<file path="config.mk">
export PLATFORM = sky130hd
export DESIGN_NAME = tbbf_select
export DESIGN_NICKNAME = d
export VERILOG_FILES = /design/src/sv/tbbf_pkg.sv /design/src/sv/tbbf_select.sv
export SDC_FILE = /design/constraint.sdc
export NUM_CORES = 1
export LEC_CHECK = 0
export BUFFER_PORTS_ARGS = -buffer_cell sky130_fd_sc_hd__buf_4
export CAP_MARGIN = 25
export CORE_MARGIN = 10
export CORE_UTILIZATION = 44
export CTS_CLUSTER_DIAMETER = 120
export DETAILED_ROUTE_END_ITERATION = 7
export PLACE_DENSITY = 0.92
export SLEW_MARGIN = 20
export SYNTH_ARGS = -nofsm -noshare
export SYNTH_HDL_FRONTEND = slang
export SYNTH_SLANG_ARGS = --single-unit
</file>
<file path="constraint.sdc">
create_clock -name clk -period 2.75 [get_ports clk]
set_clock_uncertainty 0.1 [all_clocks]
set_input_delay 0.275 -clock clk [delete_from_list [all_inputs] [get_ports clk]]
set_output_delay 0.275 -clock clk [all_outputs]
set_load 0.05 [all_outputs]
</file>
<file path="src/sv/tbbf_pkg.sv">
// shared types, constants and helpers for the tile buffer bilinear fetch block
`default_nettype none
package tbbf_pkg;

  // tile geometry
  localparam int TILE_WORDS = 64;
  localparam int ROW_WORDS  = 4;
  localparam int NUM_TILES  = 2;
  localparam int PIX_W      = 8;
  localparam int WORD_W     = 32;
  localparam int PIX_PER_WORD = WORD_W / PIX_W;
  localparam int TILE_DIM   = ROW_WORDS * PIX_PER_WORD;
  localparam int TILE_ROWS  = TILE_WORDS / ROW_WORDS;
  localparam int ROW_W      = ROW_WORDS * WORD_W;
  localparam int COL_W      = $clog2(TILE_DIM);
  localparam int ROW_IDX_W  = $clog2(TILE_ROWS);
  localparam int LANE_W     = $clog2(ROW_WORDS);
  localparam int WWORD_W    = $clog2(TILE_WORDS);
  localparam int SLOT_W     = (NUM_TILES > 1) ? $clog2(NUM_TILES) : 1;
  localparam int HELD_W     = $clog2(NUM_TILES + 1);
  localparam int ADDR_W     = SLOT_W + ROW_IDX_W;
  localparam int DEPTH      = NUM_TILES * TILE_ROWS;

  // coordinate and counter widths
  localparam int COORD_W    = 8;
  localparam int OFS_W      = 16;
  localparam int P_W        = 13;
  localparam int LIMIT_W    = 13;
  localparam int COUNT_W    = 12;
  localparam logic [LIMIT_W-1:0] LIMIT_MAX   = LIMIT_W'(4096);
  localparam logic [LIMIT_W-1:0] LIMIT_RESET = LIMIT_W'(1024);
  localparam logic [PIX_W-1:0]   EDGE_FILL   = PIX_W'(128);

  // configuration port
  localparam int PADDR_W = 3;
  localparam int PDATA_W = 32;
  localparam logic REG_LOOKUPS_PER_TILE = 1'b0;

  // function codes
  localparam logic FUNC_LOAD   = 1'b0;
  localparam logic FUNC_LOOKUP = 1'b1;

  typedef enum logic [1:0] {
    ST_PIXELS  = 2'd0,
    ST_OUTSIDE = 2'd1,
    ST_NO_TILE = 2'd2,
    ST_REFUSED = 2'd3
  } status_t;

  // store write request: one word lane of one row
  typedef struct packed {
    logic              en;
    logic [ADDR_W-1:0] addr;
    logic [LANE_W-1:0] lane;
    logic [WORD_W-1:0] data;
  } wr_req_t;

  // store read request: a row and the row under it
  typedef struct packed {
    logic              en;
    logic [ADDR_W-1:0] addr_a;
    logic [ADDR_W-1:0] addr_b;
  } rd_req_t;

  // lookup context that travels beside the store read
  typedef struct packed {
    logic             valid;
    status_t          status;
    logic [COL_W-1:0] col;
    logic             row_last;
    logic             col_last;
    logic [PIX_W-1:0] frac_x;
    logic [PIX_W-1:0] frac_y;
    logic             tile_done;
  } meta_t;

  // ring slot advance
  function automatic logic [SLOT_W-1:0] next_slot(input logic [SLOT_W-1:0] s);
    logic [SLOT_W-1:0] n;
    if (s == SLOT_W'(NUM_TILES - 1)) n = '0;
    else n = s + SLOT_W'(1);
    return n;
  endfunction

  // pick one pixel out of a stored row
  function automatic logic [PIX_W-1:0] row_pixel(input logic [ROW_W-1:0] r,
                                                 input logic [COL_W-1:0] c);
    return r[c*PIX_W +: PIX_W];
  endfunction

endpackage
`default_nettype wire

</file>
<file path="src/sv/tbbf_select.sv">
// neighbour pixel selection and result register
`default_nettype none
module tbbf_select (
  input  wire                          clk,
  input  wire                          rst_n,
  input  tbbf_pkg::meta_t              meta_r,
  input  wire  [tbbf_pkg::ROW_W-1:0]   row_a,
  input  wire  [tbbf_pkg::ROW_W-1:0]   row_b,
  output logic                         out_valid,
  output logic [1:0]                   out_status,
  output logic [tbbf_pkg::PIX_W-1:0]   out_pixel_here,
  output logic [tbbf_pkg::PIX_W-1:0]   out_pixel_below,
  output logic [tbbf_pkg::PIX_W-1:0]   out_pixel_right,
  output logic [tbbf_pkg::PIX_W-1:0]   out_pixel_diag,
  output logic [tbbf_pkg::PIX_W-1:0]   out_frac_x,
  output logic [tbbf_pkg::PIX_W-1:0]   out_frac_y,
  output logic                         out_tile_done
);
  import tbbf_pkg::*;

  logic             valid_r;
  logic [1:0]       status_r;
  logic [PIX_W-1:0] here_r, below_r, right_r, diag_r, frac_x_r, frac_y_r;
  logic             done_r;
  logic [PIX_W-1:0] here_nxt, below_nxt, right_nxt, diag_nxt, frac_x_nxt, frac_y_nxt;
  logic [COL_W-1:0] col_next;
  logic             give;

  // neighbours from the addressed row and the row under it, edge fill outside
  always_comb begin
    give       = (meta_r.status == ST_PIXELS);
    col_next   = meta_r.col + COL_W'(1);
    here_nxt   = '0;
    below_nxt  = '0;
    right_nxt  = '0;
    diag_nxt   = '0;
    frac_x_nxt = '0;
    frac_y_nxt = '0;
    if (give) begin
      here_nxt   = row_pixel(row_a, meta_r.col);
      below_nxt  = meta_r.row_last ? EDGE_FILL : row_pixel(row_b, meta_r.col);
      right_nxt  = meta_r.col_last ? EDGE_FILL : row_pixel(row_a, col_next);
      diag_nxt   = (meta_r.row_last || meta_r.col_last) ? EDGE_FILL
                                                        : row_pixel(row_b, col_next);
      frac_x_nxt = meta_r.frac_x;
      frac_y_nxt = meta_r.frac_y;
    end
  end

  always_ff @(posedge clk) begin
    if (!rst_n) begin
      valid_r <= 1'b0;
    end else begin
      valid_r <= meta_r.valid;
    end
  end

  // result payload
  always_ff @(posedge clk) begin
    status_r <= meta_r.status;
    here_r   <= here_nxt;
    below_r  <= below_nxt;
    right_r  <= right_nxt;
    diag_r   <= diag_nxt;
    frac_x_r <= frac_x_nxt;
    frac_y_r <= frac_y_nxt;
    done_r   <= meta_r.tile_done;
  end

  assign out_valid       = valid_r;
  assign out_status      = status_r;
  assign out_pixel_here  = here_r;
  assign out_pixel_below = below_r;
  assign out_pixel_right = right_r;
  assign out_pixel_diag  = diag_r;
  assign out_frac_x      = frac_x_r;
  assign out_frac_y      = frac_y_r;
  assign out_tile_done   = done_r;

endmodule
`default_nettype wire

</file>
# Word-level counts from Yosys, hierarchy flattened
# Cells that the tools add are included.
[word_totals]
in_bits = 284
elab_cells = 26
regBits = 52
[op_classes]
n_bitwise = 1
n_reduce_logical = 5
muxes = 3
shifts = 4
add_sub_neg = 1
[ops]
columns = ["cell", "n"]
rows = [
  ["$shiftx A128 B8 Y8", 4],
  ["$mux W8", 3],
  ["$reduce_or A2 Y1", 3],
  ["$add A4 B1 Y4 const B", 1],
  ["$logic_not A2 Y1", 1],
  ["$logic_or A1 B1 Y1", 1],
  ["$not A1 Y1", 1],
]

# Logic depth before layout (Yosys ltp)
[logic_depth]
ltp_word = 3
depth_mapped = 7
mapped_depth_nobuf = 5

# Worst setup path before layout
# No wires, ideal clock.
[synth_path]
path_kind = "input to register"
startpoint = "input port meta_r[19] (netlist bit)"
endpoint = "register right_r[7] (netlist: out_pixel_right[7])"
cell_stages = 6
slack_ps = 727
setup_ps = 131
arrival_time_ps = 1792
path_buffers = 1
path_cell_list = "ha_1 -> buf_2 -> mux4_2 -> nor2b_1 -> a2111oi_0 -> nor3_1"
[synth_between]
elab_chain_cells = 3
[synth_lines]
columns = ["item", "line_no", "source"]
rows = [
  ["from (decl)", "tbbf_select.sv:6", "input tbbf_pkg::meta_t meta_r,"],
  ["$add A4 B1 Y4", "tbbf_select.sv:32", "col_next = meta_r.col + COL_W'(1);"],
  ["$shiftx A128 B8 Y8", "tbbf_pkg.sv:88", "return r[c*PIX_W +: PIX_W];"],
  ["$mux W8", "tbbf_select.sv:42", "right_nxt = meta_r.col_last ? EDGE_FILL : row_pixel(row_a, col_next);"],
  ["to (signal assigned)", "tbbf_select.sv:63", "right_r <= right_nxt;"],
  ["to (decl)", "tbbf_select.sv:23", "logic [PIX_W-1:0] here_r, below_r, right_r, diag_r, frac_x_r, frac_y_r;"],
]
# No other way between the ends.
# A chain may end at the register's enable or synchronous reset.

# Final worst setup path
[layout_path]
startpoint = "input port meta_r[19] (netlist bit)"
endpoint = "register diag_r[2] (netlist: out_pixel_diag[2])"
[layout_between]
elab_chain_cells = 2
[layout_lines]
columns = ["item", "line_no", "source"]
rows = [
  ["$add A4 B1 Y4", "tbbf_select.sv:32", ""],
  ["$shiftx A128 B8 Y8", "tbbf_pkg.sv:88", ""],
  ["to (signal assigned)", "tbbf_select.sv:64", "diag_r <= diag_nxt;"],
  ["to (decl)", "tbbf_select.sv:23", ""],
]
# No other way between the ends.

==> impl_metrics.env <==
export IMPL_run_status="finished clean"
export IMPL_synthesized_netlist_net_count=636
export IMPL_post_synth_main_area_contributors="mux4_2 (60%), dfxtp_1 (20%), a211oi_1 (3.9%), mux2i_1 (3.4%), and2_1 (2.9%)"
export IMPL_drt_iter0_drc=478
export IMPL_post_cts_hold_buffer_count=1
export IMPL_max_slew_worst_pin_slew_ns=0.8588
export IMPL_die_h_um=130.1
export IMPL_internal_power_mw=2.025
export IMPL_routabilityCongestion=0.9395
export IMPL_route_detailed_drc=0
export IMPL_grt_pass1_vias=5788
export IMPL_ir_worst_vdd_v=0.0002979
export IMPL_crit_end="out_pixel_diag[2]"
export IMPL_route_detailed_wl_per_inst_um=28.53
export IMPL_global_route_overflow_total=0
export IMPL_post_synth_edffs=0
export IMPL_critical_path_start="meta_r[19]"
export IMPL_worstPathBufferInverterCount=2
export IMPL_clk_pin_slew_ns=0.07
export IMPL_slew_headroom_pct=42.54
export IMPL_fin_ws_ns=0.6732
export IMPL_cts_sinks=52
export IMPL_hold_worst_slack_ns=0.01266
export IMPL_synth_yosys_warnings=0
export IMPL_synthesis_area_per_instance_um2=15.18
export IMPL_power_share_clock_pct=25.5
export IMPL_boundaryPins=336
export IMPL_maximum_frequency_from_static_timing_analysis_mhz=481.5
export IMPL_cts_tree="yes"
export IMPL_power_net_switching_uw=886.1
export IMPL_grt_util_all_layers_pct=26.54
export IMPL_synth_top_cell_by_area="mux4_2"
export IMPL_synth_distinct_cells=24
export IMPL_netlist_area_leader_share_pct=60.44
export IMPL_die_area_mm2=0.01691
export IMPL_crit_fanout=28
export IMPL_hp_class="in -> reg"
export IMPL_asyncSetResetFlopFracSynth_pct=0
export IMPL_seqPwrFrac_pct=27.5
export IMPL_num_nets_final=947
export IMPL_cp_arrival_ns=2.14
export IMPL_tritoncts_num_buffers=5
export IMPL_max_cap_violations=0
export IMPL_final_min_period_over_clock_period_pct=75.52
export IMPL_postSynthCellCount=351
export IMPL_cts_root_buf="clkbuf_16"
export IMPL_power_total_mw=2.911
export IMPL_first_pass_grt_wire_length_mm=33.94
export IMPL_syn_area_mm2=0.005329
export IMPL_slowest_stage="ha_2"
export IMPL_pre_cts_ws_ns=0.3470
export IMPL_dp_final_hpwl_mm=19.74
export IMPL_vias_per_cell=6.446
export IMPL_ctsResizeCount=0
export IMPL_coreArea_mm2=0.01191
export IMPL_critPathMostFrequentCell="a211oi_1"
export IMPL_total_leakage_power_nw=3.464
export IMPL_rsz0062_at_grt="no"
export IMPL_route_final_wire_length_mm=23.11
export IMPL_pwr_share_comb_pct=47.1
export IMPL_critical_path_s_largest_stage_delay_ns=0.46
export IMPL_power_share_switching_pct=30.44
export IMPL_path_cells="buf_6 -> ha_2 -> buf_4 -> mux4_2 -> nor2b_1 -> a211oi_1 -> a211oi_1"
export IMPL_start_kind="input port"
export IMPL_clock_path_buffers=2
export IMPL_final_layout_size_suffix_gt1_share_pct=75.57
export IMPL_drt_first_pass_iters=5
export IMPL_num_vias=5221
export IMPL_antenna_found_initial=0
export IMPL_setup_tns_ns=0
export IMPL_grt_start_max_net_pins=52
export IMPL_finalSetupViolations=0
export IMPL_final_min_clock_period_ns=2.077
export IMPL_timing_hold_violations_final=0
export IMPL_top_delay_family_on_crit_path="buffers and inverters"
export IMPL_timing_final_max_slew_violations=0
export IMPL_htree_levels=2
export IMPL_diodes_inserted=0
export IMPL_place_port_buffers=335
export IMPL_floorplan_initialDensity_pct=44.74
export IMPL_worstSetupPathType="in -> reg"
export IMPL_ant_nets=0
export IMPL_critPathCaptureType="flop"
export IMPL_std_cell_rows=40
export IMPL_synth_ff_type="dfxtp_1"
export IMPL_post_cts_repair_setup_buffers=0
export IMPL_area_growth_pct=53.25
export IMPL_synth_seq_area_share_pct=19.54
export IMPL_synth_ff_latch_count=52
export IMPL_worstPathRequired_ns=2.81
export IMPL_worstSetupPathDepth=7
export IMPL_powerDensity_mw_per_mm2=356.5
export IMPL_die_x_um=130.1
==> routing by layer <==
layer | vias up | GRT usage [%] | part of all wire (%) | wire length (um)
met2 | 379 | 47.43 | 52 | 11940
met1 | 2626 | 30.57 | 35 | 8015
li1 | 2160 | - | - | -
met3 | 56 | 6.166 | 10 | 2329
met5 | - | 0 | 0 | 0
met4 | 0 | 8.929 | 3.6 | 823
==> stage by stage <==
step	instance area (um^2)	std cells	util (%)
after floorplan	5329	351	-
after global placement	7979	801	66.99
after detailed placement	7979	801	66.99
after CTS	8167	810	68.56
after global routing	8167	810	68.56
final	8167	810	68.56
==> how the worst min path moves through the flow <==
| stage | cells after the start | startpoint | to | slack [ns] |
|---|---|---|---|---|
| after global routing | 1 | meta_r[24] | out_status[1] | 0.008 |
| after detailed placement | 1 | meta_r[0] | out_tile_done | 0.28 |
| after CTS | 1 | meta_r[23] | out_status[0] | 0.007 |
| final | 1 | meta_r[24] | out_status[1] | 0.01 |
| after floorplan | 0 | meta_r[23] | out_status[0] | 0.20 |
| after global placement | 1 | meta_r[0] | out_tile_done | 0.28 |
==> cell type report <==
type | instances | area, um^2
multi-input combinational | 254 | 4054
fill | 859 | 3745
timing repair buffer | 348 | 2706
sequential | 52 | 1041
tap | 147 | 183.9
clock buffer | 6 | 138.9
clock inverter | 2 | 38.79
inverter | 1 | 3.754
==> synth_stat cells (3+ instances only) <==
master,number
mux2i_1,18
buf_4,4
buf_1,5
clkbuf_1,11
mux4_2,143
a2111oi_0,3
a211oi_1,28
nor2b_1,24
dfxtp_1,52
buf_6,6
buf_2,18
and2_1,25
==> power groups by stage <==
stage               Clock [mW]  Sequential [mW]  Combinational, mW
floorplan                    0            0.939              0.670
finish                   0.742            0.800               1.37
global placement             0            0.817               1.32
CTS                      0.754            0.800               1.37
global route             0.775            0.802               1.45
detailed placement           0            0.817               1.36
==> sequential cells by signal, indices dropped and copies added, names as in the netlist, 2 cells and up <==
name,flops
out_frac_x,8
out_frac_y,8
out_pixel_below,8
out_pixel_diag,8
out_pixel_here,8
out_pixel_right,8
out_status,2
==> logic make-up after synthesis <==
group | synth area share [%]
flip-flops | 19.54
AND/OR/NAND/NOR | 6.433
multiplexers | 63.82
XOR/XNOR | 0.4932
buffers and inverters | 4.719
adder cells (fa/ha/maj) | 0.2348
AO/OA/AOI/OAI | 4.766
==> cell usage in the layout (no fill, tap or decap), types with 2 or more instances in the layout <==
master	instances
a2111oi_0	3
a211oi_1	28
and2_1	25
buf_12	7
buf_4	339
clkbuf_16	5
dfxtp_1	52
mux2i_1	18
mux4_2	143
nor2b_1	24
or3_1	2
xnor2_2	2
No activity file was read; power rests on OpenSTA's default activity.
