[src/sv/tbbf_pkg.sv]
// shared types, constants and helpers for the tile buffer bilinear fetch block
`default_nettype none
package tbbf_pkg;

  // tile geometry
  localparam int TILE_WORDS = 64;
  localparam int ROW_WORDS  = 4;
  localparam int NUM_TILES  = 2;
  localparam int PIX_W      = 8;
  localparam int WORD_W     = 32;
  localparam int PIX_PER_WORD = WORD_W / PIX_W;
  localparam int TILE_DIM   = ROW_WORDS * PIX_PER_WORD;
  localparam int TILE_ROWS  = TILE_WORDS / ROW_WORDS;
  localparam int ROW_W      = ROW_WORDS * WORD_W;
  localparam int COL_W      = $clog2(TILE_DIM);
  localparam int ROW_IDX_W  = $clog2(TILE_ROWS);
  localparam int LANE_W     = $clog2(ROW_WORDS);
  localparam int WWORD_W    = $clog2(TILE_WORDS);
  localparam int SLOT_W     = (NUM_TILES > 1) ? $clog2(NUM_TILES) : 1;
  localparam int HELD_W     = $clog2(NUM_TILES + 1);
  localparam int ADDR_W     = SLOT_W + ROW_IDX_W;
  localparam int DEPTH      = NUM_TILES * TILE_ROWS;

  // coordinate and counter widths
  localparam int COORD_W    = 8;
  localparam int OFS_W      = 16;
  localparam int P_W        = 13;
  localparam int LIMIT_W    = 13;
  localparam int COUNT_W    = 12;
  localparam logic [LIMIT_W-1:0] LIMIT_MAX   = LIMIT_W'(4096);
  localparam logic [LIMIT_W-1:0] LIMIT_RESET = LIMIT_W'(1024);
  localparam logic [PIX_W-1:0]   EDGE_FILL   = PIX_W'(128);

  // configuration port
  localparam int PADDR_W = 3;
  localparam int PDATA_W = 32;
  localparam logic REG_LOOKUPS_PER_TILE = 1'b0;

  // function codes
  localparam logic FUNC_LOAD   = 1'b0;
  localparam logic FUNC_LOOKUP = 1'b1;

  typedef enum logic [1:0] {
    ST_PIXELS  = 2'd0,
    ST_OUTSIDE = 2'd1,
    ST_NO_TILE = 2'd2,
    ST_REFUSED = 2'd3
  } status_t;

  // store write request: one word lane of one row
  typedef struct packed {
    logic              en;
    logic [ADDR_W-1:0] addr;
    logic [LANE_W-1:0] lane;
    logic [WORD_W-1:0] data;
  } wr_req_t;

  // store read request: a row and the row under it
  typedef struct packed {
    logic              en;
    logic [ADDR_W-1:0] addr_a;
    logic [ADDR_W-1:0] addr_b;
  } rd_req_t;

  // lookup context that travels beside the store read
  typedef struct packed {
    logic             valid;
    status_t          status;
    logic [COL_W-1:0] col;
    logic             row_last;
    logic             col_last;
    logic [PIX_W-1:0] frac_x;
    logic [PIX_W-1:0] frac_y;
    logic             tile_done;
  } meta_t;

  // ring slot advance
  function automatic logic [SLOT_W-1:0] next_slot(input logic [SLOT_W-1:0] s);
    logic [SLOT_W-1:0] n;
    if (s == SLOT_W'(NUM_TILES - 1)) n = '0;
    else n = s + SLOT_W'(1);
    return n;
  endfunction

  // pick one pixel out of a stored row
  function automatic logic [PIX_W-1:0] row_pixel(input logic [ROW_W-1:0] r,
                                                 input logic [COL_W-1:0] c);
    return r[c*PIX_W +: PIX_W];
  endfunction

endpackage
`default_nettype wire

[src/sv/tbbf_ctrl.sv]
// ring bookkeeping, item decode, config register and store access requests
`default_nettype none
module tbbf_ctrl (
  input  wire                            clk,
  input  wire                            rst_n,
  input  wire                            accept,
  input  wire                            in_func,
  input  wire  [tbbf_pkg::WORD_W-1:0]    in_load_word,
  input  wire  [tbbf_pkg::COORD_W-1:0]   in_x,
  input  wire  [tbbf_pkg::COORD_W-1:0]   in_y,
  input  wire  [tbbf_pkg::OFS_W-1:0]     in_dx,
  input  wire  [tbbf_pkg::OFS_W-1:0]     in_dy,
  input  wire                            psel,
  input  wire                            penable,
  input  wire                            pwrite,
  input  wire  [tbbf_pkg::PADDR_W-1:0]   paddr,
  input  wire  [tbbf_pkg::PDATA_W-1:0]   pwdata,
  output logic [tbbf_pkg::PDATA_W-1:0]   prdata,
  output tbbf_pkg::wr_req_t              wr,
  output tbbf_pkg::rd_req_t              rd,
  output tbbf_pkg::meta_t                meta_r
);
  import tbbf_pkg::*;

  logic [SLOT_W-1:0]  write_slot_r, write_slot_nxt;
  logic [WWORD_W-1:0] write_word_r, write_word_nxt;
  logic [SLOT_W-1:0]  read_slot_r, read_slot_nxt;
  logic [HELD_W-1:0]  tiles_held_r, tiles_held_nxt;
  logic [COUNT_W-1:0] lookups_done_r, lookups_done_nxt;
  logic [LIMIT_W-1:0] limit_r, limit_nxt;
  meta_t              meta_nxt;

  logic               is_load, is_lookup, ring_full, ring_empty;
  logic               do_write, do_lookup, done_hit, in_tile, cfg_wr;
  logic [P_W-1:0]     p;
  logic [ROW_IDX_W-1:0] row;
  logic [COL_W-1:0]   col;
  logic [LIMIT_W-1:0] limit_eff, count_inc;

  // item decode
  always_comb begin
    is_load    = accept && (in_func == FUNC_LOAD);
    is_lookup  = accept && (in_func == FUNC_LOOKUP);
    ring_full  = (tiles_held_r == HELD_W'(NUM_TILES));
    ring_empty = (tiles_held_r == '0);
    do_write   = is_load && !ring_full;
    do_lookup  = is_lookup && !ring_empty;
    p          = P_W'(in_x) + (P_W'(in_y) << COL_W);
    in_tile    = (p >> (COL_W + ROW_IDX_W)) == '0;
    col        = p[COL_W-1:0];
    row        = p[COL_W +: ROW_IDX_W];
  end

  // lookup limit, clamped to its legal range
  always_comb begin
    if (limit_r == '0) limit_eff = LIMIT_W'(1);
    else if (limit_r > LIMIT_MAX) limit_eff = LIMIT_MAX;
    else limit_eff = limit_r;
    count_inc = LIMIT_W'(lookups_done_r) + LIMIT_W'(1);
    done_hit  = (count_inc >= limit_eff);
  end

  // ring state update
  always_comb begin
    write_slot_nxt   = write_slot_r;
    write_word_nxt   = write_word_r;
    read_slot_nxt    = read_slot_r;
    tiles_held_nxt   = tiles_held_r;
    lookups_done_nxt = lookups_done_r;
    if (do_write) begin
      if (write_word_r == WWORD_W'(TILE_WORDS - 1)) begin
        write_word_nxt = '0;
        write_slot_nxt = next_slot(write_slot_r);
        tiles_held_nxt = tiles_held_r + HELD_W'(1);
      end else begin
        write_word_nxt = write_word_r + WWORD_W'(1);
      end
    end
    if (do_lookup) begin
      if (done_hit) begin
        lookups_done_nxt = '0;
        read_slot_nxt    = next_slot(read_slot_r);
        tiles_held_nxt   = tiles_held_r - HELD_W'(1);
      end else begin
        lookups_done_nxt = lookups_done_r + COUNT_W'(1);
      end
    end
  end

  // store requests
  always_comb begin
    wr.en     = do_write;
    wr.addr   = {write_slot_r, write_word_r[WWORD_W-1:LANE_W]};
    wr.lane   = write_word_r[LANE_W-1:0];
    wr.data   = in_load_word;
    rd.en     = do_lookup && in_tile;
    rd.addr_a = {read_slot_r, row};
    rd.addr_b = {read_slot_r, row + ROW_IDX_W'(1)};
  end

  // result context for the select stage
  always_comb begin
    meta_nxt.valid     = accept && !do_write;
    meta_nxt.col       = col;
    meta_nxt.row_last  = (row == ROW_IDX_W'(TILE_ROWS - 1));
    meta_nxt.col_last  = (col == COL_W'(TILE_DIM - 1));
    meta_nxt.frac_x    = in_dx[OFS_W-1 -: PIX_W];
    meta_nxt.frac_y    = in_dy[OFS_W-1 -: PIX_W];
    meta_nxt.tile_done = do_lookup && done_hit;
    if (is_load) meta_nxt.status = ST_REFUSED;
    else if (ring_empty) meta_nxt.status = ST_NO_TILE;
    else if (!in_tile) meta_nxt.status = ST_OUTSIDE;
    else meta_nxt.status = ST_PIXELS;
  end

  // config register
  always_comb begin
    cfg_wr    = psel && penable && pwrite && (paddr[PADDR_W-1] == REG_LOOKUPS_PER_TILE);
    limit_nxt = cfg_wr ? pwdata[LIMIT_W-1:0] : limit_r;
    if (paddr[PADDR_W-1] == REG_LOOKUPS_PER_TILE) prdata = PDATA_W'(limit_r);
    else prdata = '0;
  end

  always_ff @(posedge clk) begin
    if (!rst_n) begin
      write_slot_r   <= '0;
      write_word_r   <= '0;
      read_slot_r    <= '0;
      tiles_held_r   <= '0;
      lookups_done_r <= '0;
      limit_r        <= LIMIT_RESET;
      meta_r.valid   <= 1'b0;
    end else begin
      write_slot_r   <= write_slot_nxt;
      write_word_r   <= write_word_nxt;
      read_slot_r    <= read_slot_nxt;
      tiles_held_r   <= tiles_held_nxt;
      lookups_done_r <= lookups_done_nxt;
      limit_r        <= limit_nxt;
      meta_r         <= meta_nxt;
    end
  end

  // ring never holds more tiles than it has slots
  a_held_range: assert property (@(posedge clk) disable iff (!rst_n)
    tiles_held_r <= HELD_W'(NUM_TILES))
    else $error("tile count exceeds ring size");

  // an empty ring has its read and write slots together
  a_empty_slots: assert property (@(posedge clk) disable iff (!rst_n)
    (tiles_held_r == '0) |-> (write_slot_r == read_slot_r))
    else $error("slots apart while ring empty");

  // the lookup count restarts whenever no tile is held
  a_empty_count: assert property (@(posedge clk) disable iff (!rst_n)
    (tiles_held_r == '0) |-> (lookups_done_r == '0))
    else $error("lookup count left over with no tile");

  // a finishing lookup frees exactly one tile
  a_release: assert property (@(posedge clk) disable iff (!rst_n)
    (do_lookup && done_hit) |=> (tiles_held_r == $past(tiles_held_r) - HELD_W'(1)))
    else $error("tile release miscounted");

endmodule
`default_nettype wire

[config.mk]
export PLATFORM = sky130hd
export DESIGN_NAME = tbbf_ctrl
export DESIGN_NICKNAME = d
export VERILOG_FILES = /design/src/sv/tbbf_pkg.sv /design/src/sv/tbbf_ctrl.sv
export SDC_FILE = /design/constraint.sdc
export NUM_CORES = 1
export LEC_CHECK = 0
export BUFFER_PORTS_ARGS = -buffer_cell sky130_fd_sc_hd__buf_2
export CORE_MARGIN = 5
export CORE_UTILIZATION = 25
export CTS_CLUSTER_SIZE = 8
export DETAILED_ROUTE_END_ITERATION = 8
export PLACE_DENSITY = 0.59
export SETUP_SLACK_MARGIN = 0.05
export SYNTH_ARGS = -nofsm -noshare
export SYNTH_HDL_FRONTEND = slang
export SYNTH_SLANG_ARGS = --single-unit
[constraint.sdc]
create_clock -name clk -period 5.2 [get_ports clk]
set_input_delay 0.26 -clock clk [delete_from_list [all_inputs] [get_ports clk]]
set_output_delay 0.26 -clock clk [all_outputs]
set_load 0.01 [all_outputs]
# After elaboration in Yosys (flattened, before gate mapping)
# Cells that the tools add are included.
# Widths: inputs -> output; s select.
[totals]
in_bits = 122
regBits = 61
wordCells = 64
output_inout_bits = 109
[op_classes]
n_mux = 13
magnitude_cmp = 2
n_reduce_logical = 19
n_bitwise = 2
addsub = 9
n_eq_ne = 4
[ops]
columns = ["op", "n"]
rows = [
  ["$mux 13", 3],
  ["$logic_not 13->1", 2],
  ["$add 12x1->13 const B", 1],
  ["$add 8x12->13", 1],
  ["$ge 13x13->1", 1],
  ["$gt 13x13->1 const B", 1],
  ["$add 12x1->12 const B", 1],
  ["$mux 12", 1],
  ["$logic_and 1x1->1", 10],
  ["$eq 4x4->1 const B", 2],
  ["$mux 2", 4],
  ["$add 6x1->6 const B", 1],
  ["$eq 6x6->1 const B", 1],
  ["$mux 6", 1],
  ["$add 4x1->4 const B", 1],
  ["$mux 1", 4],
  ["$reduce_and 2->1", 2],
  ["$logic_not 1->1", 3],
  ["$add 1x1->1 const B", 2],
  ["$add 2x1->2 const B", 1],
  ["$eq 2x2->1 const B", 1],
  ["$logic_not 2->1", 1],
  ["$not 1->1", 2],
  ["$reduce_or 2->1", 1],
  ["$sub 2x1->2 const B", 1],
]

# Logic depth before layout (Yosys ltp)
# Gate-level depths: netlist (run 1).
[logic_depth]
depth_word = 6
depth_mapped = 13
depth_no_buf = 13

# Least setup slack after synthesis (run 1)
# Ideal clock, no wire load.
[synth_path]
kind = "register to register"
startpoint = "register lookups_done_r[0]"
endpoint = "register lookups_done_r[11]"
path_buffers = 0
arrival_time_ns = 2.716
setup_ns = 0.117
period_less_slack_ns = 2.833
stages_incl_launch_ff = 13
path_slack_ns = 2.367
cell_sequence = "dfxtp_1 -> ha_1 -> nand2_1 -> nor2_1 -> and3_1 -> and3_1 -> xor2_1 -> ha_1 -> nand4_1 -> or2_2 -> o211ai_2 -> nor2_1 -> a22o_1"
[synth_via]
elab_chain_len = 3
word_cells_on_any_way = 4
classes_between = "add/sub: 2; order compare: 1; mux: 1"
[synth_lines]
columns = ["element", "line_no", "rtl"]
rows = [
  ["start: declaration", "tbbf_ctrl.sv:29", "logic [COUNT_W-1:0] lookups_done_r, lookups_done_nxt;"],
  ["start signal: assignment", "tbbf_ctrl.sv:138", "lookups_done_r <= lookups_done_nxt;"],
  ["$add 12x1->13", "tbbf_ctrl.sv:59", "count_inc = LIMIT_W'(lookups_done_r) + LIMIT_W'(1);"],
  ["$ge 13x13->1", "tbbf_ctrl.sv:60", "done_hit = (count_inc >= limit_eff);"],
  ["$mux 12 (*)", "tbbf_ctrl.sv:80", "if (done_hit) begin"],
]
# Every way passes the cells marked *; elsewhere a longest branch is shown, timed or not.
# A chain may end at the register's enable or synchronous reset.

# Final worst setup path (run 1)
[layout_path]
startpoint = "register lookups_done_r[0]"
endpoint = "register lookups_done_r[3]"
# Same word-level chain as after synthesis.

==> results_dict.tcl, run 1 <==
set metrics [dict create \
    status "complete, no violations" \
    ys_seq_elements 61 \
    overflow 0 \
    required_ps 5460 \
    postCtsSetupBuffers 0 \
    final_common_cell "buf_2" \
    hold_class "input pin to register" \
    drive_gt1_share_pct 29.0 \
    hp-start "in_dy[11]" \
    fillerInstances 1461 \
    clk_pin_slew_worst_paths_ps 50 \
    mostFrequentLayoutCells "buf_2, nand2_1, dfxtp_1" \
    syn_area_per_cell_sq_um 9.32 \
    antenna_found_initial 0 \
    synthTopCellsByArea "edfxtp_1, dfxtp_1, buf_4" \
    power_mw 1.27 \
    clkSinkCount 61 \
    cts_htree_levels 3 \
    fin_util_pct 30.2 \
    die-area_sq_um 16300 \
    cts_root_buf "clkbuf_16" \
    gp_congestion 0.821 \
    ys_warn_count 0 \
    grt_pass1_vias 2748 \
    clock_path_buffers 2 \
    r2r_setup_slack_ps 1720 \
    crit_start "lookups_done_r[0]" \
    p_leak_nw 1.87 \
    tightestPinTransition_ps 730 \
    grt_max_degree 34 \
    slew_violations 0 \
    cts_hold_buf 0 \
    postRouteAntennaNets 0 \
    p_int_uw 967 \
    maxSlewHeadroom_pct 51.3 \
    worstReg2RegEnd "lookups_done_r[3]" \
    hold_violations 0 \
    synth_top_area_share_pct 21.7 \
    peakVddDrop_uv 172 \
    diodes 0 \
    finalNetCount 591 \
    synth_area_sq_um 3460 \
    dp_slack_ps 1790 \
    p_sw_share_pct 23.6 \
    skew_ps 6.10 \
    clk_latency_ps 320 \
    syn2layout_area_growth_pct 19.8 \
    drt_iter0_markers 139 \
    cts_tree "built" \
    power_density_nw_per_um2 306 \
    rsz0062_at_grt "false" \
    drv_cap 0 \
    worstSetupEndpoint "lookups_done_r[3]" \
    synth_top_area_cell "edfxtp_1" \
    row_count 43 \
    routedWlPerCell_um 13.2 \
    r2r_start "lookups_done_r[0]" \
    die_y_um 128 \
    initial_core_util_pct 25.2 \
    synth_cells 371 \
    p_sw_uw 299 \
    cp_data_arrival_time_ps 3750 \
    path_max_fanout 9 \
    synthFlopType "dfxtp_1" \
    period_minus_slack_ps 3480 \
    core_area_sq_um 13700 \
    grt_pass1_wl_mm 13.1 \
    vias_per_cell 4.42 \
    cts_resized 0 \
    critPathCaptureType "register" \
    rr_worst_depth 13 \
    setup_viol 0 \
    fmax_mhz 287 \
    drt_wl_total_mm 8.32 \
    synth-seq-area-share_pct 42.5 \
    ios 231 \
    seqPwrFrac_pct 41.9 \
    ys_types 44 \
    synth_edf_count 25 \
    p_clk_share_pct 46.0 \
    vias 2787 \
    fin_area_sq_um 4150 \
    startpoint_type "register" \
    worstSetupPathType "register to register" \
    dieWidth_um 128 \
    min_period_over_period_pct 67.0 \
    cts_buffers 9 \
    dr.pass1.iters 4 \
    drc 0 \
    setup_ws_ps 1720 \
    place_area_sq_um 3850 \
    dpl.hpwl_mm 6.62 \
    synth-async-reset-ratio_pct 0 \
    grt_use_total_pct 9.99 \
    power_frac_comb_pct 12.1 \
    fin_setup_tns_ps 0 \
    io_buffers 110 \
]
## critical path, cell delays in order (launching register included)
cell and delay [ps]:
dfxtp_1 400, ha_1 280, nand2_1 100, nor2_1 220, and3_1 250, and3_1 250
xor2_1 180, ha_1 280, a21oi_1 150, o21ai_0 130, a21oi_1 230, o211ai_2 220
nor2_1 490, a22o_1 230
## cell usage after synthesis, drive strengths merged, types with 7 or more instances
cell / count
buf: 58
nand2: 55
dfxtp: 36
a21oi: 25
edfxtp: 25
nor2: 23
ha: 22
nor2b: 16
o21ai: 14
xnor2: 12
nand3: 10
xor2: 8
a22o: 7
inv: 7
## area by class of cell
type                    instances  area (sq um)  share of cell area, %
clock inverters                 4          47.5                   1.15
multi-input cells             257          1580                   38.1
well taps                     180           225                   5.43
inverters                       7          26.3                  0.634
clock buffers                  12           246                   5.95
repair buffers                110           551                   13.3
flip-flops and latches         61          1470                   35.5
## power by group through the flow
stage / registers (mW) / clock network, mW / logic [mW]
after global routing: 0.533 / 0.626 / 0.170
after CTS: 0.531 / 0.606 / 0.155
after floorplan: 0.550 / 0 / 0.111
after global placement: 0.540 / 0 / 0.150
final: 0.531 / 0.583 / 0.153
after detailed placement: 0.541 / 0 / 0.154
## per-layer routing
metal	vias up	GRT usage (%)	wire, um
li1	1354	-	-
met1	1286	12.0	3640
met2	120	16.0	3740
met3	27	3.51	840
met4	0	4.56	101
met5	-	0	0
## cells by family (layout without fill, tap and decap cells)
family	Yosys count	after routing	share of synthesized area [%]
DFF	61	61	42.5
and+or+nand+nor	137	137	19.5
muxes	2	2	0.615
AOI/OAI and AO/OA	56	56	9.87
adders and majority gates	23	23	8.54
other	1	19	0.108
xor gates and xnor gates	20	20	5.06
buffers and inverters	71	133	13.8
## state kept, by name (all words and copies together) (netlist names)
| signal | count |
|---|---|
| read_slot_r | 1 |
| limit_r | 13 |
| lookups_done_r | 12 |
| write_slot_r | 1 |
| meta_r | 26 |
| write_word_r | 6 |
| tiles_held_r | 2 |
## worst min path at each step
| stage | end | slack (ps) | cells past startpoint |
|---|---|---|---|
| finish | meta_r[4] | 110 | 1 |
| global placement | meta_r[15] | 440 | 1 |
| detailed placement | meta_r[3] | 440 | 1 |
| floorplan | meta_r[10] | 360 | 0 |
| global route | meta_r[4] | 100 | 1 |
| CTS | meta_r[4] | 100 | 1 |
## stage by stage
stage / std cells / hold slack (ps)
2_1_floorplan: 389 / 359
3_3_place_gp: 615 / 439
3_5_place_dp: 615 / 439
4_1_cts: 631 / 98.1
5_1_grt: 631 / 98.3
6_report: 631 / 112
No activity file was read; power rests on OpenSTA's default activity.
==> run 2: changes to the inputs <==
ABC_AREA = 1   (was default)
PLACE_DENSITY = 0.58   (was 0.59)
clock period = 3.27 ns   (was 5.2 ns; I/O delays follow)
==> run 2 against run 1 <==
Compared with the run above: critical path depth increased by 3; clock power increased by 61%; final cell count increased by 9.5%; die area increased by 1.6%; setup slack got worse by 1200 ps; cell area increased by 4.6%; sequential power increased by 57%; largest cell class unchanged.
==> results_dict.tcl, run 2 <==
set metrics [dict create \
    stdcell_count 691 \
    synthTopCellsByArea "edfxtp_1, dfxtp_1, buf_4" \
    synth-seq-area-share_pct 41.8 \
    synth_top_area_cell "edfxtp_1" \
    synth_area_sq_um 3520 \
    vias 2868 \
    critPathCaptureType "register" \
    dr.pass1.iters 4 \
    regMostFlops "meta_r" \
    grt_max_degree 27 \
    r2r_start "lookups_done_r[0]" \
    clock_path_buffers 2 \
    ys_warn_count 0 \
    hold_class "input pin to register" \
    cts_buffers 9 \
    skew_ps 2.83 \
    ys_types 39 \
    place_inst 665 \
    p_leak_nw 2.02 \
    synth_top_area_share_pct 21.3 \
    clkSinkCount 61 \
    clk_pin_slew_worst_paths_ps 50 \
    power_mw 2.00 \
    mostFrequentLayoutCells "buf_2, nand2_1, nor2_1" \
    grt_pass1_wl_mm 12.9 \
    worstSetupPathType "register to register" \
    grt_pass1_vias 2724 \
    multi_input_area_sq_um 1500 \
    dpl.hpwl_mm 6.19 \
    path_depth 16 \
    initial_core_util_pct 25.5 \
    worstReg2RegEnd "lookups_done_r[10]" \
    synthFlopType "dfxtp_1" \
    hold_violations 0 \
    drt_iter0_markers 138 \
    cts_root_buf "clkbuf_16" \
    r2r_setup_slack_ps 500 \
    postCtsSetupBuffers 0 \
    grt_use_total_pct 9.67 \
    slew_violations 0 \
    overflow 0 \
    worstHoldPathCells 1 \
    cts_tree "built" \
    hp-start "in_dy[9]" \
    drc 0 \
    cpPeakStageDelay_ps 420 \
    postRouteAntennaNets 0 \
    syn2layout_area_growth_pct 23.2 \
    ios 231 \
    final_common_cell "buf_2" \
    io_buffers 110 \
    regArea_sq_um 1470 \
    power_density_nw_per_um2 462 \
    path_max_fanout 10 \
    status "complete, no violations" \
    routedWlPerCell_um 11.6 \
    vias_per_cell 4.15 \
    startpoint_type "register" \
    min_period_over_period_pct 84.6 \
    ys_seq_elements 61 \
    path_common_cell "nand2_1" \
    rsz0062_at_grt "false" \
    crit_slowest_cell "dfxtp_1" \
    antenna_found_initial 0 \
    largest_register_ffs 26 \
    finalNetCount 651 \
    drv_cap 0 \
    path_cells "ha_1, nand2_1, nor3_4, nand3_1, xor2_1, ha_1, nand2_1, nand2_1, nand3_1, nand2_1, nor2_1, nand3_1, nor2_1, buf_4, nand2_1, a21oi_1" \
    die-area_sq_um 16600 \
    synth-async-reset-ratio_pct 0 \
    maxSlewHeadroom_pct 60.0 \
    netlist_top_cells_count "nand2_1, buf_4, nor2_1" \
    die_y_um 129 \
    top_regs "meta_r: 26 flops, limit_r: 13 flops, lookups_done_r: 12 flops" \
    fin_setup_tns_ps 0 \
    cts_htree_levels 3 \
    holdPathEnd "meta_r[2]" \
    core_area_sq_um 13800 \
    syn_area_per_cell_sq_um 8.44 \
    fillerInstances 1468 \
    fmax_mhz 361 \
    synth_edf_count 25 \
    required_ps 3530 \
    fin_util_pct 31.4 \
    drt_wl_total_mm 8.02 \
    crit_start "lookups_done_r[0]" \
    rr_worst_depth 16 \
    path_buf_inv 1 \
    tightestPinTransition_ps 599 \
    drive_gt1_share_pct 28.8 \
    row_count 43 \
    gp_congestion 0.789 \
    dieWidth_um 129 \
    period_minus_slack_ps 2770 \
    crit_family "simple AND/OR/NAND/NOR gates" \
    setup_viol 0 \
    peakVddDrop_uv 206 \
    synth.most_common_cell "nand2_1" \
    clk_latency_ps 330 \
    synth_cells 417 \
    cp_data_arrival_time_ps 3020 \
    diodes 0 \
]
run 2: changes by cell type after synthesis, moves of 4 or more:
cell     change
inv_2        +4
a22o_1       -7
nor2b_1     -16
nor2_1      +21
nand3_1      +6
inv_1       +32
xnor2_1      -9
a21oi_1      +7
o21ai_0      +4
nand2_1     +20
and3_1       -4
run 2: how the worst max path moves through the flow:
stage,end,slack [ps]
final,lookups_done_r[10],500
after global placement,read_slot_r,570
after floorplan,lookups_done_r[8],940
after detailed placement,meta_r[0],510
after CTS,lookups_done_r[11],490
after global routing,lookups_done_r[11],160
run 2: cells by family after synthesis:
kind of cell	synth area share, %
XOR/XNOR	3.91
AND/OR/NAND/NOR	20.1
buffers and inverters	17.6
other	0.107
adder cells (fa/ha/maj)	8.39
multiplexers	0.284
AO/OA/AOI/OAI	7.79
flip-flops	41.8
run 2: what timing repair did:
action / 4_1_cts / 5_1_grt
hold buffers: 10 / 0
endpoints found under the setup margin: 0 / 0
gates resized for setup: 0 / 0
endpoints found under the hold margin: 10 / 0
run 2: layer usage:
metal  vias up  wire [um]  GRT usage, %
met1      1251       3460          12.1
met4         0        193          3.71
li1       1449          -             -
met5         -          0             0
met2       139       3410          14.9
met3        29        956          3.86
run 2: final cells by class:
class / count / area share, %
Tap cell: 180 / 5.19
Clock buffer: 9 / 5.19
Clock inverter: 7 / 1.73
Multi-Input combinational cell: 266 / 34.5
Inverter: 45 / 3.92
Sequential cell: 61 / 33.9
Timing Repair Buffer: 123 / 15.5
run 2: power by group:
group	total, mW	leakage (nW)	switching [mW]	internal (mW)
Clock	0.938	0.138	0.347	0.591
Combinational	0.231	1.35	0.134	0.0970
Sequential	0.835	0.533	0.00923	0.826
run 2: stage by stage:
| stage | cell area [sq um] | hold slack [ps] | setup WS [ps] |
|---|---|---|---|
| floorplan | 3590 | 262 | 939 |
| global placement | 3940 | 327 | 569 |
| detailed placement | 3940 | 327 | 508 |
| CTS | 4340 | 0.540 | 488 |
| global route | 4340 | 1.12 | 159 |
| finish | 4340 | 15.5 | 502 |
